## src/hw/rtl/ibms_ram.sv

```systemverilog
module ibms_ram
#(
    parameter int AW = 6,
    parameter int DW = 8
)
(
    input  logic          clk,
    input  logic          we,
    input  logic [AW-1:0] waddr,
    input  logic [DW-1:0] wdata,
    input  logic [AW-1:0] raddr_a,
    input  logic [AW-1:0] raddr_b,
    output logic [DW-1:0] rdata_a,
    output logic [DW-1:0] rdata_b
);

    localparam int DEPTH = 1 << AW;

    logic [DW-1:0] mem [DEPTH];

    always_ff @(posedge clk)
    begin
        if (we)
        begin
            mem[waddr] <= wdata;
        end
    end

    always_ff @(posedge clk)
    begin
        rdata_a <= mem[raddr_a];
        rdata_b <= mem[raddr_b];
    end

endmodule

```

## config.mk

```make
export PLATFORM = sky130hd
export DESIGN_NAME = ibms_ram
export DESIGN_NICKNAME = d
export VERILOG_FILES = /design/src/hw/rtl/ibms_ram.sv
export SDC_FILE = /design/constraint.sdc
export NUM_CORES = 1
export LEC_CHECK = 0
export CAP_MARGIN = 0
export CORE_MARGIN = 2
export CORE_UTILIZATION = 50
export CTS_CLUSTER_SIZE = 24
export DETAILED_ROUTE_END_ITERATION = 8
export DONT_BUFFER_PORTS = 1
export PLACE_DENSITY = 0.66
export SLEW_MARGIN = 20
export SYNTH_ARGS = -nofsm -noshare
export SYNTH_HDL_FRONTEND = slang
export SYNTH_SLANG_ARGS = --single-unit
```

## constraint.sdc

```tcl
create_clock -name clk -period 4.3 [get_ports clk]
set_input_delay 0.43 -clock clk [delete_from_list [all_inputs] [get_ports clk]]
set_output_delay 0.43 -clock clk [all_outputs]
set_load 0.05 [all_outputs]
```

# --- Word level (Yosys, flattened, before mapping) ---
# Memory sizes are Yosys's and may differ from the RTL's. A register that Yosys moved wholly into a read port is not among the register bits.
# Cells that the tools add are included.
# W data, S select, Z words.
totals:
  ramBits: 512
  latchBits: 0
  romBits: 0
  register_bits: 0
  memories: 1
mem_list:
  columns: ["memory", "words", "width", "rd", "rd_ports_with_merged_regs", "wr", "line", "rtl"]
  rows:
  - ["mem", 64, 8, 2, 2, 1, "19", "logic [DW-1:0] mem [DEPTH];"]
op_classes:
  n_eq_ne: 0
  mux: 2
  bitwise_logic: 0
  reduce_logical: 0
  addsub: 0
  div: 0
  mul: 0
  order_cmp: 0
  shifts: 0
ops:
  columns: ["operator", "n"]
  rows:
  - ["$mux W1", 2]

# --- Longest topological paths before layout ---
logic_depth:
  word_depth: 2
  ltp_mapped: 9
  mapped_depth_nobuf: 5

# --- Least setup slack after synthesis ---
# No wires, ideal clock.
synth_path:
  kind: "input -> register"
  from: "input port raddr_b[0]"
  to: "register rdata_b[4] (read register of mem)"
  stages: 8
  slack_ns: 2.060
  arrival_ns: 2.127
  path_buffers: 3
  path_cell_list: "buf_2 buf_2 buf_4 mux4_2 a221oi_1 o21ai_0 nand3_1 nand2_1"
synth_rtl:
  columns: ["item", "line", "rtl"]
  rows:
  - ["from (decl)", "12", "input logic [AW-1:0] raddr_b,"]
  - ["to (decl)", "14", "output logic [DW-1:0] rdata_b"]

==> out/results.tsv <==
metric	value	unit
outcome	finished clean	
leading area contributor after synthesis	edfxtp_1	
RSZ-0062 raised after global routing	false	
Syn Area/Cell	20.0	um^2
WL/cell	33.8	um
IO Pins	44	
core area	0.0478	mm^2
initial core utilization	0.507	
layout overhead on the synthesized area	9.51	%
fraction of layout cells with a size suffix above 1	0.292	
Worst setup SP type	flip-flop	
maximum vdd drop	0.323	mV
pwr dens	419	mW/mm^2
top cell type's share of synthesized area	0.633	
final slew viol count	0	
Cell variety after synth	38	
Seq/Total Area, Yosys	0.647	
Slew headroom	0.303	
I/O Buffers	0	
n_diodes	0	
clock skew	16.9	ps
mapped cell area	0.0243	mm^2
# H-tree levels	2	
placed insts	1733	
CTS resizes	0	
Setup CP Type	reg2reg	
setup TNS	0	ps
Worst Tran Pin Value	1040	ps
Leak Pwr	8.20	nW
Net count, final	1215	
Final min period	2300	ps
class of the worst hold path	in2reg	
final hold vios	0	
CTS tree	done	
Non-Filler Instances	1847	
die area	0.0503	mm^2
pin count of the biggest net entering global routing	127	
Clk Tree Root Cell	clkbuf_16	
first-pass GRT wire length	90900	um
commonest non-fill, non-tap cell in the layout	edfxtp_1	
drt drc	0	
Max-Cap Viols	0	
Syn Nets	1239	
Setup Fix Bufs, Post-CTS	0	
via count	12700	
CP Capture Type	flip-flop	
Post-Syn Instances	1211	
GP Congestion	0.853	
die height	224	um
fin util	0.556	
Synth area leaders	edfxtp_1 (63%), mux4_2 (25%), mux2i_1 (2.7%)	
post-place setup slack	1890	ps
Die X-Extent	224	um
Tot GR Track Use	0.254	
final setup fails	0	
Max FO, Critical Path	2	
DP HPWL	38300	um
Final ANT Viol Nets	0	
DR iter-0 viols	1387	
yosys warns	0	
initial antenna violation count	0	
row cnt	80	
final period utilization	0.536	
vias in the first global route	12800	
router iterations before antenna repair	7	
final worst slack	2000	ps
CTS Buf Count	55	
Via density	6.89	
Clock Pin Slew Worst Setup and Hold Paths	60	ps
Design Power	11.1	mW
Fill cells	3592	
Yosys reg bits	528	
GRT Residual Overflow	0	
Worst EP arrival	2790	ps
most frequent cells in the layout	edfxtp_1 (512), mux4_2 (270), nor2_1 (75)	
Fmax	434	MHz
CP required	4790	ps
worst-skew pair later-pin latency	610	ps
Sinks on Clock Net	528	
Post-Route WL	62400	um
CTS Buffer Depth	3	
cts hold-fix bufs	12	
## synth_stat cells (all sizes together)
| cell | number |
|---|---|
| a2111oi | 2 |
| a211oi | 2 |
| a21oi | 10 |
| a221o | 5 |
| a221oi | 7 |
| a22oi | 14 |
| a311o | 1 |
| a32oi | 1 |
| and2 | 3 |
| buf | 59 |
| clkbuf | 34 |
| dfxtp | 16 |
| edfxtp | 512 |
| inv | 3 |
| mux2 | 2 |
| mux2i | 66 |
| mux4 | 270 |
| nand2 | 28 |
| nand2b | 6 |
| nand3 | 20 |
| nand3b | 2 |
| nand4 | 3 |
| nand4b | 1 |
| nor2 | 75 |
| nor2b | 8 |
| nor3 | 2 |
| o2111ai | 1 |
| o211ai | 3 |
| o21ai | 24 |
| o221ai | 5 |
| o22ai | 20 |
| o31a | 5 |
| or3 | 1 |
## worst paths after layout
| kind | startpoint | slack, ps | cells past startpoint | to |
|---|---|---|---|---|
| worst min-delay path | raddr_a[5] | 20 | 2 | rdata_a[2] |
| worst max register to register | mem[38][6] | 2000 | 5 | rdata_b[6] |
| worst min register to register | mem[32][7] | 940 | 4 | rdata_b[7] |
| worst max-delay path | mem[38][6] | 2000 | 5 | rdata_b[6] |
## through the flow
stage / instance area [um^2] / hold WS, ps
floorplan: 24300 / 529
global placement: 24600 / 532
detailed placement: 24600 / 532
CTS: 26600 / 1.24
global route: 26600 / 15.9
finish: 26600 / 24.1
## area by class of cell
class                      instances  area (um^2)  share of cell area
clock inverter                    27          269              0.0101
tap                              615          769              0.0289
timing repair buffer              12          260             0.00979
multi-input combinational        587         8110               0.305
inverter                           3         11.3            0.000424
sequential                       528        15700               0.590
clock buffer                      75         1470              0.0553
## routing by layer
layer	up-vias	GRT usage	wire length (um)
met5	-	0	0
met4	0	0.0765	1940
met3	110	0.0734	6970
met2	693	0.370	28200
met1	6725	0.378	25300
li1	5190	-	-
## report_power, final
part / total [mW] / switching (mW) / leakage [nW] / internal (mW)
Sequential: 5.80 / 0.101 / 4.74 / 5.70
Combinational: 0.681 / 0.334 / 2.62 / 0.346
Clock: 4.66 / 1.97 / 0.840 / 2.69
Total: 11.1 / 2.40 / 8.20 / 8.73
## flip-flops by register name (all words and copies together) (netlist names)
| name | flops |
|---|---|
| rdata_b | 8 |
| rdata_a | 8 |
| mem | 512 |
## kinds of logic (layout without fill, tap and decap cells)
family / count (synthesis) / in the layout / synth area share
AO/OA/AOI/OAI: 100 / 100 / 0.0281
buffers and inverters: 96 / 117 / 0.0198
flip-flops: 528 / 528 / 0.647
multiplexers: 338 / 338 / 0.279
AND/OR/NAND/NOR: 149 / 149 / 0.0269
## worst max-delay path, stage by stage (launching register included)
cell and delay [ps]:
edfxtp_1 400, mux4_2 480, mux4_2 530, o211ai_1 170, dlygate4sd3_1 570, nand2_1 50
No activity file was read; power rests on OpenSTA's default activity.
