==> config.mk <==
export PLATFORM = sky130hd
export DESIGN_NAME = ibms_score_unit
export DESIGN_NICKNAME = d
export VERILOG_FILES = /design/src/hw/rtl/ibms_pkg.sv /design/src/hw/rtl/ibms_score_unit.sv
export SDC_FILE = /design/constraint.sdc
export NUM_CORES = 1
export LEC_CHECK = 0
export BUFFER_PORTS_ARGS = -buffer_cell sky130_fd_sc_hd__buf_4
export CAP_MARGIN = 20
export CORE_ASPECT_RATIO = 1.5
export CORE_MARGIN = 1.5
export CORE_UTILIZATION = 35
export CTS_BUF_LIST = sky130_fd_sc_hd__clkbuf_4 sky130_fd_sc_hd__clkbuf_8
export DETAILED_ROUTE_END_ITERATION = 16
export SLEW_MARGIN = 20
export SYNTH_ARGS = -nofsm -noshare
export SYNTH_HDL_FRONTEND = slang
export SYNTH_SLANG_ARGS = --single-unit
==> constraint.sdc <==
create_clock -name clk -period 13.3 [get_ports clk]
set_input_delay 0 -clock clk [delete_from_list [all_inputs] [get_ports clk]]
set_output_delay 0 -clock clk [all_outputs]
set_load 0.05 [all_outputs]
==> src/hw/rtl/ibms_pkg.sv <==
package ibms_pkg;

    localparam int SCORE_W        = 32;
    localparam int IN_VALUE_W     = 8;
    localparam int MAX_VALUE_BITS = 16;

    typedef enum logic [2:0] {
        ST_LOAD,
        ST_OUTER,
        ST_RUN,
        ST_DRAIN,
        ST_DONE
    } ibms_state_t;

    // sequencer to score unit, issued in the cycle before the memory read data
    typedef struct packed {
        logic issue;     // split step issued
        logic l_empty;   // left sub-interval empty
        logic r_empty;   // right sub-interval empty
        logic outer_rd;  // neighbor operands read
        logic l_pad;     // left neighbor is the pad end
        logic r_pad;     // right neighbor is the pad end
        logic clear;     // start of a new interval
    } ibms_ctl_t;

endpackage

==> src/hw/rtl/ibms_score_unit.sv <==
module ibms_score_unit
    import ibms_pkg::*;
#(
    parameter int VALUE_BITS = 8
)
(
    input  logic                  clk,
    input  logic                  rst_n,
    input  ibms_ctl_t             ctl,
    input  logic [VALUE_BITS-1:0] store_a,
    input  logic [VALUE_BITS-1:0] store_b,
    input  logic [SCORE_W-1:0]    tbl_l,
    input  logic [SCORE_W-1:0]    tbl_r,
    output logic                  busy,
    output logic [SCORE_W-1:0]    best
);

    localparam int OUT_W  = 2 * VALUE_BITS;
    localparam int PROD_W = 3 * VALUE_BITS;
    localparam int SUM_W  = SCORE_W + 1;
    localparam int TOT_W  = ((PROD_W > SUM_W) ? PROD_W : SUM_W) + 1;

    logic                  s1_vld_reg, s1_le_reg, s1_re_reg;
    logic                  om_vld_reg, om_lp_reg, om_rp_reg;
    logic                  s2_vld_reg, s3_vld_reg;
    logic [OUT_W-1:0]      outer_reg, outer_next;
    logic [PROD_W-1:0]     prod_reg, prod_next;
    logic [SUM_W-1:0]      sum_reg, sum_next;
    logic [SCORE_W-1:0]    tot_reg, tot_next;
    logic [SCORE_W-1:0]    best_reg, best_next;
    logic [VALUE_BITS-1:0] opa, opb;
    logic [TOT_W-1:0]      tot_full;

    always_ff @(posedge clk or negedge rst_n)
    begin
        if (!rst_n)
        begin
            s1_vld_reg <= 1'b0;
            s1_le_reg  <= 1'b0;
            s1_re_reg  <= 1'b0;
            om_vld_reg <= 1'b0;
            om_lp_reg  <= 1'b0;
            om_rp_reg  <= 1'b0;
            s2_vld_reg <= 1'b0;
            s3_vld_reg <= 1'b0;
        end
        else
        begin
            s1_vld_reg <= ctl.issue;
            s1_le_reg  <= ctl.l_empty;
            s1_re_reg  <= ctl.r_empty;
            om_vld_reg <= ctl.outer_rd;
            om_lp_reg  <= ctl.l_pad;
            om_rp_reg  <= ctl.r_pad;
            s2_vld_reg <= s1_vld_reg;
            s3_vld_reg <= s2_vld_reg;
        end
    end

    always_comb
    begin
        opa        = om_lp_reg ? VALUE_BITS'(1) : store_a;
        opb        = om_rp_reg ? VALUE_BITS'(1) : store_b;
        outer_next = om_vld_reg ? OUT_W'(opa) * OUT_W'(opb) : outer_reg;
        prod_next  = PROD_W'(outer_reg) * PROD_W'(store_a);
        sum_next   = (s1_le_reg ? SUM_W'(0) : SUM_W'(tbl_l))
                   + (s1_re_reg ? SUM_W'(0) : SUM_W'(tbl_r));
        tot_full   = TOT_W'(prod_reg) + TOT_W'(sum_reg);
        tot_next   = (|tot_full[TOT_W-1:SCORE_W]) ? '1 : tot_full[SCORE_W-1:0];
        best_next  = best_reg;
        if (ctl.clear)
        begin
            best_next = '0;
        end
        else if (s3_vld_reg && (tot_reg > best_reg))
        begin
            best_next = tot_reg;
        end
    end

    always_ff @(posedge clk)
    begin
        outer_reg <= outer_next;
        prod_reg  <= prod_next;
        sum_reg   <= sum_next;
        tot_reg   <= tot_next;
        best_reg  <= best_next;
    end

    assign busy = s1_vld_reg | s2_vld_reg | s3_vld_reg;
    assign best = best_reg;

endmodule

### After elaboration in Yosys (flattened, before gate mapping)

Cells that the tools add are included.

| word-level totals | value |
|---|---|
| bits in registers | 145 |
| input port bits | 89 |
| output and inout bits | 33 |
| word-level logic and storage cells | 26 |

| operators by class | value |
|---|---|
| $add $sub $neg | 2 |
| multipliers | 2 |
| order comparisons | 1 |
| muxes and demuxes | 4 |
| bitwise operators | 2 |
| reduce and logical (&&, ||, !) cells | 2 |

Operators by type and width:

| kind | count |
|---|---|
| 32-bit two-way mux | 2 |
| 24-bit by 33-bit adder with 34-bit output | 1 |
| 32-bit by 32-bit adder with 33-bit output | 1 |
| 32-bit > comparator | 1 |
| 16-bit by 8-bit multiplier with 24-bit output | 1 |
| 8-bit by 8-bit multiplier with 16-bit output | 1 |
| 8-bit two-way mux | 2 |
| 1-bit OR | 2 |
| 2-bit OR reduction | 1 |
| 1-bit logical AND | 1 |

### Longest topological paths before layout

| logic depth | value |
|---|---|
| depth in word-level cells | 2 |
| mapped depth | 20 |

### Worst setup path before layout

Ideal clock, no wire load.

| path | value |
|---|---|
| path type | register to register |
| start point | register outer_reg[2] |
| end point | register prod_reg[22] |
| setup time | 134 ps |
| arrival time | 4930 ps |
| data required time | 13166 ps |
| slack | 8235 ps |
| stages on the path, launching flop included | 17 |
| path buffers | 0 |
| period minus slack after synthesis | 5065 ps |
| cell sequence | edfxtp_1 > and2_1 > fa_1 > fa_1 > fa_1 > inv_1 > fa_1 > inv_1 > ha_1 > a21o_1 > a21oi_1 > nor3b_1 > a211oi_2 > nor3_2 > nor4_1 > a41o_1 > or4_1 |

| between the ends | value |
|---|---|
| longest elaborated chain between the ends | 1 |

RTL lines:

| item | line | text |
|---|---|---|
| start: declaration | ibms_score_unit.sv:26 | `logic [OUT_W-1:0] outer_reg, outer_next;` |
| start signal: assignment | ibms_score_unit.sv:83 | `outer_reg <= outer_next;` |
| 16-bit by 8-bit multiplier with 24-bit output | ibms_score_unit.sv:65 | `prod_next = PROD_W'(outer_reg) * PROD_W'(store_a);` |
| named net prod_next[22] | ibms_score_unit.sv:27 | `logic [PROD_W-1:0] prod_reg, prod_next;` |
| end signal: assignment | ibms_score_unit.sv:84 | `prod_reg <= prod_next;` |
| end: declaration | ibms_score_unit.sv:27 |  |

The timed path passes the listed nets, and every way through them passes these cells.
A chain may end at the register's enable or synchronous reset.

### Worst setup path in the final report

Same ends and word-level chain as after synthesis.

==> run_results.csv <==
group,metric,value,unit
grt,antenna_found_initial,0,
cells_and_area,antenna_cells,0,
clock_tree,ctsHtreeMaxLevel,4,
critical_path,required,13650,ps
route,vias,11400,
cells_and_area,final_common_cell,"inv_1",
synthesis,synth_top_area_share,16.8,%
grt,grt_max_degree,65,
clock_tree,post_cts_buffers,0,
timing,rsz0062_at_grt,"false",
placed_design,port_buffers,121,
floorplan,die_w,169,µm
placed_design,place_hpwl,27.4,mm
clock_tree,cts_resized,0,
synthesis,synthCells,1644,
min_path,worstHoldPathType,"in -> reg",
floorplan,die_area,42700,µm²
critical_path,cp.arrival,5890,ps
power,powerDensity,168,nW/µm²
clock_tree,clock-sinks,145,
grt,grt_usage,16.2,%
timing,min_period,5540,ps
cells_and_area,multi_input_area,10400,µm²
route,route.detailed.drc,0,
synthesis,async_flop_share,5.52,%
timing,slew_headroom,54.6,%
route,viasPerCell,4.99,
timing,fin_setup_tns,0,ps
route,wirelength,33.5,mm
synthesis,synth-main-ff-cell,"dfxtp_1",
route,wl_per_cell,14.6,µm
synthesis,syn_nets,2023,
run,drv_cap,0,
cells_and_area,nFillCells,4128,
power,ir_worst_vdd,88.0,µV
route,drt_pass1_iterations,4,
critical_path,worstSetupEndpointType,"register",
floorplan,io_pins,122,
clock_tree,clockBufferDepth,2,
cells_and_area,fin_util,40.2,%
clock_tree,cts_tree,"done",
critical_path,cp-start-kind,"register",
synthesis,synth_cell_types,66,
power,power.leakage,7.84,nW
run_status,status,"finished, final reports clean",
floorplan,fp.coreArea,41000,µm²
cells_and_area,seqCellArea,3100,µm²
critical_path,crit_type,"reg -> reg",
cells_and_area,drive_gt1_share,9.90,%
synthesis,ys_ff_latch,145,
critical_path,critPathMaxFanout,8,
timing,fin_crit_sh,41.7,%
synthesis,yosysSeqAreaShare,21.4,%
grt,grt_overflow_total,0,
placed_design,gp_congestion,0.886,
floorplan,fp.dieH,252,µm
timing,fin_skew,17.1,ps
timing,drv_slew,0,
timing,timing.fmax,180,MHz
cells_and_area,final_area,16500,µm²
synthesis,avgSynthCellArea,8.82,µm²
timing,finalHoldViolCount,0,
cells_and_area,nets,2144,
clock_tree,hold_buffers,14,
clock_tree,numCtsBuffers,17,
min_path,whs_path_depth,4,
floorplan,start_util,35.4,%
clock_tree,clock_latency,480,ps
cells_and_area,largest_reg_flops,33,
critical_path,reg2reg_depth,16,
clock_tree,cts_root_buf,"clkbuf_8",
synthesis,yosysTopAreaCell,"fa_1",
timing,setup_violations,0,
grt,first_global_vias,12000,
cells_and_area,mostFrequentLayoutCells,"217 x inv_1, 168 x ha_1, 125 x buf_4",
placed_design,placed_area,15900,µm²
synthesis,synth_edf_count,16,
synthesis,syn_area,14500,µm²
route,drt_iter0_markers,511,
grt,grt_pass1_wl,55.6,mm
floorplan,num_rows,91,
cells_and_area,area_growth,13.6,%
route,antenna_left,0,
timing,tightest_slew,682,ps
synthesis,ys_top_cells_by_area,"fa_1 17%, dfxtp_1 17%, ha_1 15%, inv_1 5.6%, and2_1 4.7%",
synthesis,ys_warn_count,0,
clock_tree,clk_pin_slew,90,ps
[logic make-up after synthesis]
logic type	Yosys count	share of synthesized area, %
AND/OR/NAND/NOR	598	22.4
adder cells (fa/ha/maj)	290	31.4
buffers and inverters	254	6.66
AO/OA/AOI/OAI	247	11.2
flip-flops	145	21.4
XOR/XNOR	75	4.53
multiplexers	35	2.42
[worst paths after layout]
path	slack, ps	start	endpoint
worst max-delay path	7760	outer_reg[2]	prod_reg[22]
worst min-delay path	40	tbl_l[3]	sum_reg[3]
worst max register to register	7760	outer_reg[2]	prod_reg[22]
worst min register to register	380	s1_vld_reg	s2_vld_reg
max in group asynchronous	12320	rst_n	om_vld_reg
min in group asynchronous	590	rst_n	s2_vld_reg
[critical path, cell delays in order, from the launching register on]
cell and delay, ps:
edfxtp_1 500, and2_1 230, fa_1 500, fa_1 530, fa_1 550, inv_1 50
fa_1 520, inv_1 40, ha_1 340, a21o_1 170, a21oi_1 290, nor3b_1 390
a211oi_2 160, nor3_2 300, nor4_1 110, a41o_1 230, or4_1 520
[synth_stat cells, types with 8 or more instances]
cell type,number
inv_1,217
ha_1,168
fa_1,122
dfxtp_1,121
and2_1,109
nor2_1,99
nand2_1,96
nand2b_1,96
nor2b_1,88
a21oi_1,76
xnor2_1,54
o21ai_0,42
a21o_1,37
mux2i_1,35
clkbuf_1,33
nand3_1,22
xor2_1,21
nand4_1,20
nor3_1,20
edfxtp_1,16
o21a_1,14
dfrtp_1,8
or3_1,8
[layer usage]
layer	GRT usage, %	vias to the layer above	wire, µm
li1	-	5656	-
met1	16.9	5464	13100
met2	31.8	234	18100
met3	2.21	63	1160
met4	6.70	0	1070
met5	0	-	0
[final cells by class]
class	instances	share of cell area [%]
inverter	217	4.94
multi-input combinational	1245	63.4
tap	511	3.88
timing repair buffer	139	6.55
clock inverter	13	0.934
sequential	145	18.8
clock buffer	18	1.47
[metrics by stage]
stage               setup WS, ps  instances  total power [mW]  hold slack, ps
global placement            7930       2243              2.38            -152
global route                7520       2288              3.08            50.4
finish                      7760       2288              2.77            38.3
floorplan                   8240       1644              2.06            -296
CTS                         7780       2288              2.80            7.23
detailed placement          7810       2243              2.42            -151
[report_power, final]
part / switching (mW) / total (mW) / leakage (nW) / internal [mW]
logic: 0.976 / 1.74 / 6.38 / 0.769
registers: 0.0811 / 0.667 / 1.27 / 0.586
clock network: 0.191 / 0.362 / 0.194 / 0.171
(Power assumes the default switching activity.)
