**config.mk**
```make
export PLATFORM = sky130hd
export DESIGN_NAME = ibms_ctrl
export DESIGN_NICKNAME = d
export VERILOG_FILES = /design/src/hw/rtl/ibms_pkg.sv /design/src/hw/rtl/ibms_ctrl.sv
export SDC_FILE = /design/constraint.sdc
export NUM_CORES = 1
export LEC_CHECK = 0
export BUFFER_PORTS_ARGS = -buffer_cell sky130_fd_sc_hd__buf_2
export CAP_MARGIN = 25
export CORE_MARGIN = 4
export CORE_UTILIZATION = 40
export CTS_BUF_LIST = sky130_fd_sc_hd__clkbuf_2
export DETAILED_ROUTE_END_ITERATION = 10
export GPL_TIMING_DRIVEN = 0
export PLACE_DENSITY = 0.74
export SYNTH_ARGS = -nofsm -noshare
export SYNTH_HDL_FRONTEND = slang
export SYNTH_SLANG_ARGS = --single-unit
```
**constraint.sdc**
```tcl
create_clock -name clk -period 7.05 [get_ports clk]
set_input_delay 1.0575 -clock clk [delete_from_list [all_inputs] [get_ports clk]]
set_output_delay 1.0575 -clock clk [all_outputs]
set_load 0.1 [all_outputs]
```
**src/hw/rtl/ibms_pkg.sv**
```systemverilog
package ibms_pkg;

    localparam int SCORE_W        = 32;
    localparam int IN_VALUE_W     = 8;
    localparam int MAX_VALUE_BITS = 16;

    typedef enum logic [2:0] {
        ST_LOAD,
        ST_OUTER,
        ST_RUN,
        ST_DRAIN,
        ST_DONE
    } ibms_state_t;

    // sequencer to score unit, issued in the cycle before the memory read data
    typedef struct packed {
        logic issue;     // split step issued
        logic l_empty;   // left sub-interval empty
        logic r_empty;   // right sub-interval empty
        logic outer_rd;  // neighbor operands read
        logic l_pad;     // left neighbor is the pad end
        logic r_pad;     // right neighbor is the pad end
        logic clear;     // start of a new interval
    } ibms_ctl_t;

endpackage

```
**src/hw/rtl/ibms_ctrl.sv**
```systemverilog
module ibms_ctrl
    import ibms_pkg::*;
#(
    parameter int MAX_BALLOONS = 64,
    parameter int IDX_W        = 6
)
(
    input  logic                 clk,
    input  logic                 rst_n,
    input  logic                 s_valid,
    output logic                 s_ready,
    input  logic                 s_last,
    output logic                 m_valid,
    input  logic                 m_ready,
    output logic [SCORE_W-1:0]   m_score,
    output logic                 m_ovf,
    output logic                 st_we,
    output logic [IDX_W-1:0]     st_waddr,
    output logic [IDX_W-1:0]     st_raddr_a,
    output logic [IDX_W-1:0]     st_raddr_b,
    output logic                 tb_we,
    output logic [2*IDX_W-1:0]   tb_waddr,
    output logic [2*IDX_W-1:0]   tb_raddr_l,
    output logic [2*IDX_W-1:0]   tb_raddr_r,
    output ibms_ctl_t            ctl,
    input  logic                 dp_busy,
    input  logic [SCORE_W-1:0]   dp_best
);

    localparam int CNT_W = $clog2(MAX_BALLOONS + 1);
    localparam logic [CNT_W-1:0] MAX_CNT = CNT_W'(MAX_BALLOONS);
    localparam logic [CNT_W-1:0] ONE     = CNT_W'(1);
    localparam logic [CNT_W-1:0] TWO     = CNT_W'(2);

    ibms_state_t        state_reg, state_next;
    logic [CNT_W-1:0]   count_reg, count_next;
    logic               ovf_reg, ovf_next;
    logic               ovf_res_reg, ovf_res_next;
    logic [CNT_W-1:0]   n_reg, n_next;
    logic [CNT_W-1:0]   i_reg, i_next;
    logic [CNT_W-1:0]   j_reg, j_next;
    logic [CNT_W-1:0]   k_reg, k_next;
    logic               m_valid_reg, m_valid_next;
    logic [SCORE_W-1:0] score_reg, score_next;
    logic               m_ovf_reg, m_ovf_next;
    logic               room, out_free, row_end, last_cell;
    logic [CNT_W-1:0]   i_m1, i_m2, j_m1, k_m1, k_m2;

    assign room      = (count_reg != MAX_CNT);
    assign out_free  = !m_valid_reg || m_ready;
    assign row_end   = (j_reg == n_reg);
    assign last_cell = row_end && (i_reg == ONE);
    assign i_m1      = i_reg - ONE;
    assign i_m2      = i_reg - TWO;
    assign j_m1      = j_reg - ONE;
    assign k_m1      = k_reg - ONE;
    assign k_m2      = k_reg - TWO;

    always_ff @(posedge clk or negedge rst_n)
    begin
        if (!rst_n)
        begin
            state_reg   <= ST_LOAD;
            count_reg   <= '0;
            ovf_reg     <= 1'b0;
            ovf_res_reg <= 1'b0;
            n_reg       <= '0;
            i_reg       <= '0;
            j_reg       <= '0;
            k_reg       <= '0;
            m_valid_reg <= 1'b0;
        end
        else
        begin
            state_reg   <= state_next;
            count_reg   <= count_next;
            ovf_reg     <= ovf_next;
            ovf_res_reg <= ovf_res_next;
            n_reg       <= n_next;
            i_reg       <= i_next;
            j_reg       <= j_next;
            k_reg       <= k_next;
            m_valid_reg <= m_valid_next;
        end
    end

    always_ff @(posedge clk)
    begin
        score_reg <= score_next;
        m_ovf_reg <= m_ovf_next;
    end

    // next state
    always_comb
    begin
        state_next = state_reg;
        case (state_reg)
            ST_LOAD:
            begin
                if (s_valid && s_last)
                begin
                    state_next = ST_OUTER;
                end
            end
            ST_OUTER:
            begin
                state_next = ST_RUN;
            end
            ST_RUN:
            begin
                if (k_reg == j_reg)
                begin
                    state_next = ST_DRAIN;
                end
            end
            ST_DRAIN:
            begin
                if (!dp_busy)
                begin
                    state_next = last_cell ? ST_DONE : ST_OUTER;
                end
            end
            ST_DONE:
            begin
                if (out_free)
                begin
                    state_next = ST_LOAD;
                end
            end
            default:
            begin
                state_next = ST_LOAD;
            end
        endcase
    end

    // counters and result register
    always_comb
    begin
        count_next   = count_reg;
        ovf_next     = ovf_reg;
        ovf_res_next = ovf_res_reg;
        n_next       = n_reg;
        i_next       = i_reg;
        j_next       = j_reg;
        k_next       = k_reg;
        m_valid_next = m_valid_reg;
        score_next   = score_reg;
        m_ovf_next   = m_ovf_reg;
        if (m_valid_reg && m_ready)
        begin
            m_valid_next = 1'b0;
        end
        case (state_reg)
            ST_LOAD:
            begin
                if (s_valid)
                begin
                    if (room)
                    begin
                        count_next = count_reg + ONE;
                    end
                    else
                    begin
                        ovf_next = 1'b1;
                    end
                    if (s_last)
                    begin
                        n_next       = room ? count_reg + ONE : count_reg;
                        ovf_res_next = ovf_reg || !room;
                        i_next       = n_next;
                        j_next       = n_next;
                        count_next   = '0;
                        ovf_next     = 1'b0;
                    end
                end
            end
            ST_OUTER:
            begin
                k_next = i_reg;
            end
            ST_RUN:
            begin
                if (k_reg != j_reg)
                begin
                    k_next = k_reg + ONE;
                end
            end
            ST_DRAIN:
            begin
                if (!dp_busy && !last_cell)
                begin
                    if (row_end)
                    begin
                        i_next = i_m1;
                        j_next = i_m1;
                    end
                    else
                    begin
                        j_next = j_reg + ONE;
                    end
                end
            end
            ST_DONE:
            begin
                if (out_free)
                begin
                    m_valid_next = 1'b1;
                    score_next   = dp_best;
                    m_ovf_next   = ovf_res_reg;
                end
            end
            default:
            begin
                k_next = k_reg;
            end
        endcase
    end

    // outputs
    always_comb
    begin
        s_ready     = 1'b0;
        st_we       = 1'b0;
        st_waddr    = count_reg[IDX_W-1:0];
        st_raddr_a  = k_m1[IDX_W-1:0];
        st_raddr_b  = j_reg[IDX_W-1:0];
        tb_we       = 1'b0;
        tb_waddr    = {i_m1[IDX_W-1:0], j_m1[IDX_W-1:0]};
        tb_raddr_l  = {i_m1[IDX_W-1:0], k_m2[IDX_W-1:0]};
        tb_raddr_r  = {k_reg[IDX_W-1:0], j_m1[IDX_W-1:0]};
        ctl         = '0;
        case (state_reg)
            ST_LOAD:
            begin
                s_ready = 1'b1;
                st_we   = s_valid && room;
            end
            ST_OUTER:
            begin
                st_raddr_a   = i_m2[IDX_W-1:0];
                ctl.outer_rd = 1'b1;
                ctl.l_pad    = (i_reg == ONE);
                ctl.r_pad    = row_end;
                ctl.clear    = 1'b1;
            end
            ST_RUN:
            begin
                ctl.issue   = 1'b1;
                ctl.l_empty = (k_reg == i_reg);
                ctl.r_empty = (k_reg == j_reg);
            end
            ST_DRAIN:
            begin
                tb_we = !dp_busy;
            end
            ST_DONE:
            begin
                s_ready = 1'b0;
            end
            default:
            begin
                s_ready = 1'b0;
            end
        endcase
    end

    assign m_valid = m_valid_reg;
    assign m_score = score_reg;
    assign m_ovf   = m_ovf_reg;

endmodule

```
# Yosys cells after proc, flatten, opt, wreduce, memory -nomap -nowiden
# Cells that the tools add are included.
dict set report totals {
  regBits 74
  input_bits 38
  out_inout_bits 98
  word_cells 90
}
dict set report classes {
  n_addsub 8
  eq_ne 20
  muxes 29
  reduce_logical 22
}
# cell count
set op_table {}
lappend op_table {{7-bit two-way mux} 9}
lappend op_table {{7-bit case mux with 2 select lines} 3}
lappend op_table {{7-bit by 1-bit adder with 7-bit output (second input constant)} 3}
lappend op_table {{7-bit equality test} 3}
lappend op_table {{2-bit inequality test (second input constant)} 10}
lappend op_table {{3-bit two-way mux} 6}
lappend op_table {{3-bit case mux with 5 select lines} 1}
lappend op_table {{6-bit by 1-bit subtractor with 6-bit output (second input constant)} 2}
lappend op_table {{6-bit by 2-bit subtractor with 6-bit output (second input constant)} 2}
lappend op_table {{1-bit two-way mux} 8}
lappend op_table {{4-bit AND reduction} 2}
lappend op_table {{7-bit by 1-bit equality test with 1-bit output (second input constant)} 1}
lappend op_table {{7-bit inequality test} 1}
lappend op_table {{7-bit inequality test (second input constant)} 1}
lappend op_table {{7-bit by 1-bit subtractor with 7-bit output (second input constant)} 1}
lappend op_table {{3-bit by 2-bit equality test with 1-bit output (second input constant)} 2}
lappend op_table {{6-bit two-way mux} 1}
lappend op_table {{2-bit AND reduction} 3}
lappend op_table {{3-bit AND reduction} 2}
lappend op_table {{1-bit logical AND} 5}
lappend op_table {{5-bit AND reduction} 1}
lappend op_table {{1-bit zero test} 4}
lappend op_table {{4-bit two-way mux} 1}
lappend op_table {{2-bit nonzero test} 2}
lappend op_table {{4 further kinds} 5}

# Logic depth before layout (Yosys ltp)
dict set report logic_depth {
  depth_word 6
  depth_mapped 8
  mapped_depth_nobuf 7
}

# Worst setup path after synthesis
# No wires, ideal clock.
dict set report synth_path {
  path_kind {reg-to-output}
  startpoint {reg state_reg[0]}
  endpoint {out st_raddr_a[4]}
  arrival_ns 3.986
  required_ns 5.992
  path_slack_ns 2.006
  stages_incl_launch_ff 6
  n_path_buf 2
  path_cell_list {dfrtp_1 -> buf_2 -> or3b_2 -> buf_2 -> clkinv_1 -> o21ai_0}
}
dict set report synth_via {
  elab_chain_cells 2
}
# item line
set synth_rtl {}
lappend synth_rtl {{start, declared} ibms_ctrl.sv:35} ;# ibms_state_t state_reg, state_next;
lappend synth_rtl {{start signal, assigned} ibms_ctrl.sv:75} ;# state_reg <= state_next;
lappend synth_rtl {{3-bit by 1-bit equality test with 1-bit output} ibms_ctrl.sv:233} ;# case (state_reg)
lappend synth_rtl {{6-bit two-way mux} ibms_ctrl.sv:233}
lappend synth_rtl {{end, declared} ibms_ctrl.sv:19} ;# output logic [IDX_W-1:0] st_raddr_a,
# Every way passes these cells.

# Worst setup path in the final report
dict set report layout_path {
  startpoint {reg i_reg[2]}
  endpoint {out tb_waddr[11]}
}
dict set report layout_via {
  elab_chain_cells 1
}
# item line
set layout_rtl {}
lappend layout_rtl {{start, declared} ibms_ctrl.sv:40} ;# logic [CNT_W-1:0] i_reg, i_next;
lappend layout_rtl {{start signal, assigned} ibms_ctrl.sv:80} ;# i_reg <= i_next;
lappend layout_rtl {{7-bit by 1-bit subtractor with 7-bit output} ibms_ctrl.sv:53} ;# assign i_m1 = i_reg - ONE;
lappend layout_rtl {{end, declared} ibms_ctrl.sv:22} ;# output logic [2*IDX_W-1:0] tb_waddr,
# Every way passes these cells.

==> summary.txt <==
Status
  • Status: complete, no violations

Clock tree
  • Hold_buf cts: 0
  • Worst-Skew Late Latency: 520 ps
  • Cts bufs inserted: 9
  • Post CTS Setup Buffer Count: 0
  • CTS tree: done
  • Max Buffers Root-to-Sink: 2
  • PostCTS Resize Cnt: 0
  • Htree depth: 3
  • CTS sink count: 74
  • Clk slew on worst S/H paths: 210 ps
  • Root Buffer: clkbuf_2

Die
  • Die width: 112.7 microns
  • Die Area: 12710 sq um
  • # IOs: 136
  • Core area: 10510 sq um
  • Initial core utilization: 0.4174
  • Rows: 37
  • Chip height: 112.7 microns

Routing
  • Vias: 3878
  • Wire per inst: 16.91 microns
  • Vias per cell: 5.394
  • DRC: 0
  • Post-route ant nets: 0
  • DRT Pass-1 Iters: 5
  • DR iter-0 viols: 351
  • Routed wire length: 12160 microns

Timing
  • Post-Route Setup TNS: 0 ps
  • Fin crit period: 4015 ps
  • Slew Viols, Final: 0
  • Max Freq: 249.1 MHz
  • Max transition margin: 0.4576
  • RSZ-0062 raised after global routing: false
  • Final Cycle Share: 0.5694
  • Slew @ Worst Pin: 810.6 ps
  • Final setup fails: 0
  • Final Skew: 25.10 ps
  • Final hold vios: 0

Logic synthesis
  • Synth warn: 0
  • Synth Cell Area: 4387 sq um
  • EDFF count, synth: 33
  • Post-Syn Instances: 430
  • Yosys reg bits: 74
  • Syn Nets: 480
  • Syn Area/Cell: 10.20 sq um
  • Post-synth ARST share: 0.5541
  • Ys flop type: dfrtp_1
  • Post-synth cell types: 62
  • Sequential share of the synthesized area: 0.4598

Final layout
  • Area grow syn2layout: 22.90%
  • Antenna fix cells: 0
  • Max reg flops: 32
  • Ratio of cells with drive above 1 in the final layout: 0.3722
  • Layout Nets: 628

Global route
  • Global-route wire length before repair: 19350 microns
  • Vias in the first global route: 3818
  • GRT Residual Overflow: 0
  • Overall Global Routing Usage: 0.1892
  • Pin count of the biggest net entering global routing: 42
  • Initial antenna violation count: 0

Worst setup path
  • Arr. time, crit path: 2960 ps
  • Setup Crit Path Kind: reg -> out
  • Nature of the critical path endpoint: primary output
  • Worst-path fanout max: 9
  • Startpoint class of the critical path: flop
  • CP required: 5990 ps

Min path
  • Hold Path Class: in -> async

Place
  • GPL Wtd Cong: 0.9302
  • Final HPWL DP: 9033 microns
  • I/O Buffers: 135

Flow run
  • Maximum Capacitance Violations: 0
-- layout make-up --
| class | count | area [sq um] |
|---|---|---|
| Fill cell | 990 | 5117 |
| Sequential cell | 74 | 2017 |
| Multi-Input combinational cell | 278 | 1924 |
| Timing Repair Buffer | 137 | 723.2 |
| Buffer | 59 | 376.6 |
| Tap cell | 136 | 170.2 |
| Inverter | 19 | 71.32 |
| Clock inverter | 6 | 58.81 |
| Clock buffer | 10 | 50.05 |
-- synthesized netlist by cell type, drive strengths merged (15+ instances only) --
| cell | instances | share of area |
|---|---|---|
| buf | 44 | 0.073 |
| xor2 | 18 | 0.036 |
| inv | 18 | 0.015 |
| nand2 | 20 | 0.017 |
| nor2 | 38 | 0.033 |
| dfrtp | 41 | 0.23 |
| edfxtp | 33 | 0.23 |
| a21oi | 22 | 0.028 |
| nor3 | 15 | 0.021 |
| clkbuf | 15 | 0.013 |
| xnor2 | 28 | 0.056 |
| o21ai | 18 | 0.021 |
-- critical path, cell delays in order (launching register included) --
cell      delay, ps
dfrtp_1         370
clkbuf_1        400
inv_1           160
ha_1            210
a21boi_0        420
nand2_1         180
nand2b_1        170
buf_4           120
buf_2           410
-- cells in the final DEF, fill, tap and decap left out, types with 4 or more instances in the layout --
master and n:
a21oi_1 21, a22o_1 4, a2bb2oi_1 5, a31oi_1 8, buf_2 142, buf_4 33, clkbuf_1 15, clkbuf_2 10
dfrtp_1 41, edfxtp_1 33, ha_1 12, inv_1 17, mux2_2 7, nand2_1 20, nand2b_1 5, nand3_1 14
nand4_1 5, nor2_1 36, nor3_1 13, o211ai_1 4, o21ai_0 14, o21ai_1 4, o22a_1 7, o22ai_1 7
xnor2_1 28, xor2_1 18
-- through the flow --
stage / instances / hold slack (ps) / util / setup WS [ps] / cell area [sq um]
after CTS: 718 / 486.3 / 0.5111 / 3010 / 5371
after global placement: 701 / 433.1 / 0.4979 / 3623 / 5233
after detailed placement: 702 / 445.3 / 0.5008 / 3639 / 5263
final: 719 / 408.5 / 0.5130 / 3035 / 5391
after floorplan: 430 / 425.6 / - / 2006 / 4387
after global routing: 719 / 355.0 / 0.5130 / 2719 / 5391
-- layer usage --
layer | up-vias | track usage | wire length, microns | share of wire
li1 | 1798 | - | - | -
met3 | 27 | 0.04599 | 1206 | 0.099
met1 | 1802 | 0.2644 | 5459 | 0.45
met4 | 0 | 0.06490 | 319 | 0.026
met5 | - | 0 | 0 | 0
met2 | 251 | 0.2879 | 5171 | 0.43
-- final timing paths --
path,depth (start not counted),from,end,slack [ps]
setup / recovery,8,i_reg[2]$_DFFE_PN0P_,tb_waddr[11],3040
hold / removal,1,rst_n,count_reg[4]$_DFFE_PN0P_,410
setup reg to reg,8,i_reg[2]$_DFFE_PN0P_,i_reg[3]$_DFFE_PN0P_,4650
hold reg to reg,0,ovf_res_reg$_DFFE_PN0P_,m_ovf$_DFFE_PP_,480
max in group asynchronous,2,rst_n,i_reg[0]$_DFFE_PN0P_,6130
min in group clk,0,ovf_res_reg$_DFFE_PN0P_,m_ovf$_DFFE_PP_,480
-- cell families after synthesis --
family | share of synthesized area
AO/OA/AOI/OAI | 0.1577
XOR/XNOR | 0.09184
adder cells (fa/ha/maj) | 0.03423
buffers and inverters | 0.1021
flip-flops | 0.4598
multiplexers | 0.02025
AND/OR/NAND/NOR | 0.1341
Power is not shown: default switching activity piles up to over one toggle a cycle in this logic, so the estimate is an artifact.
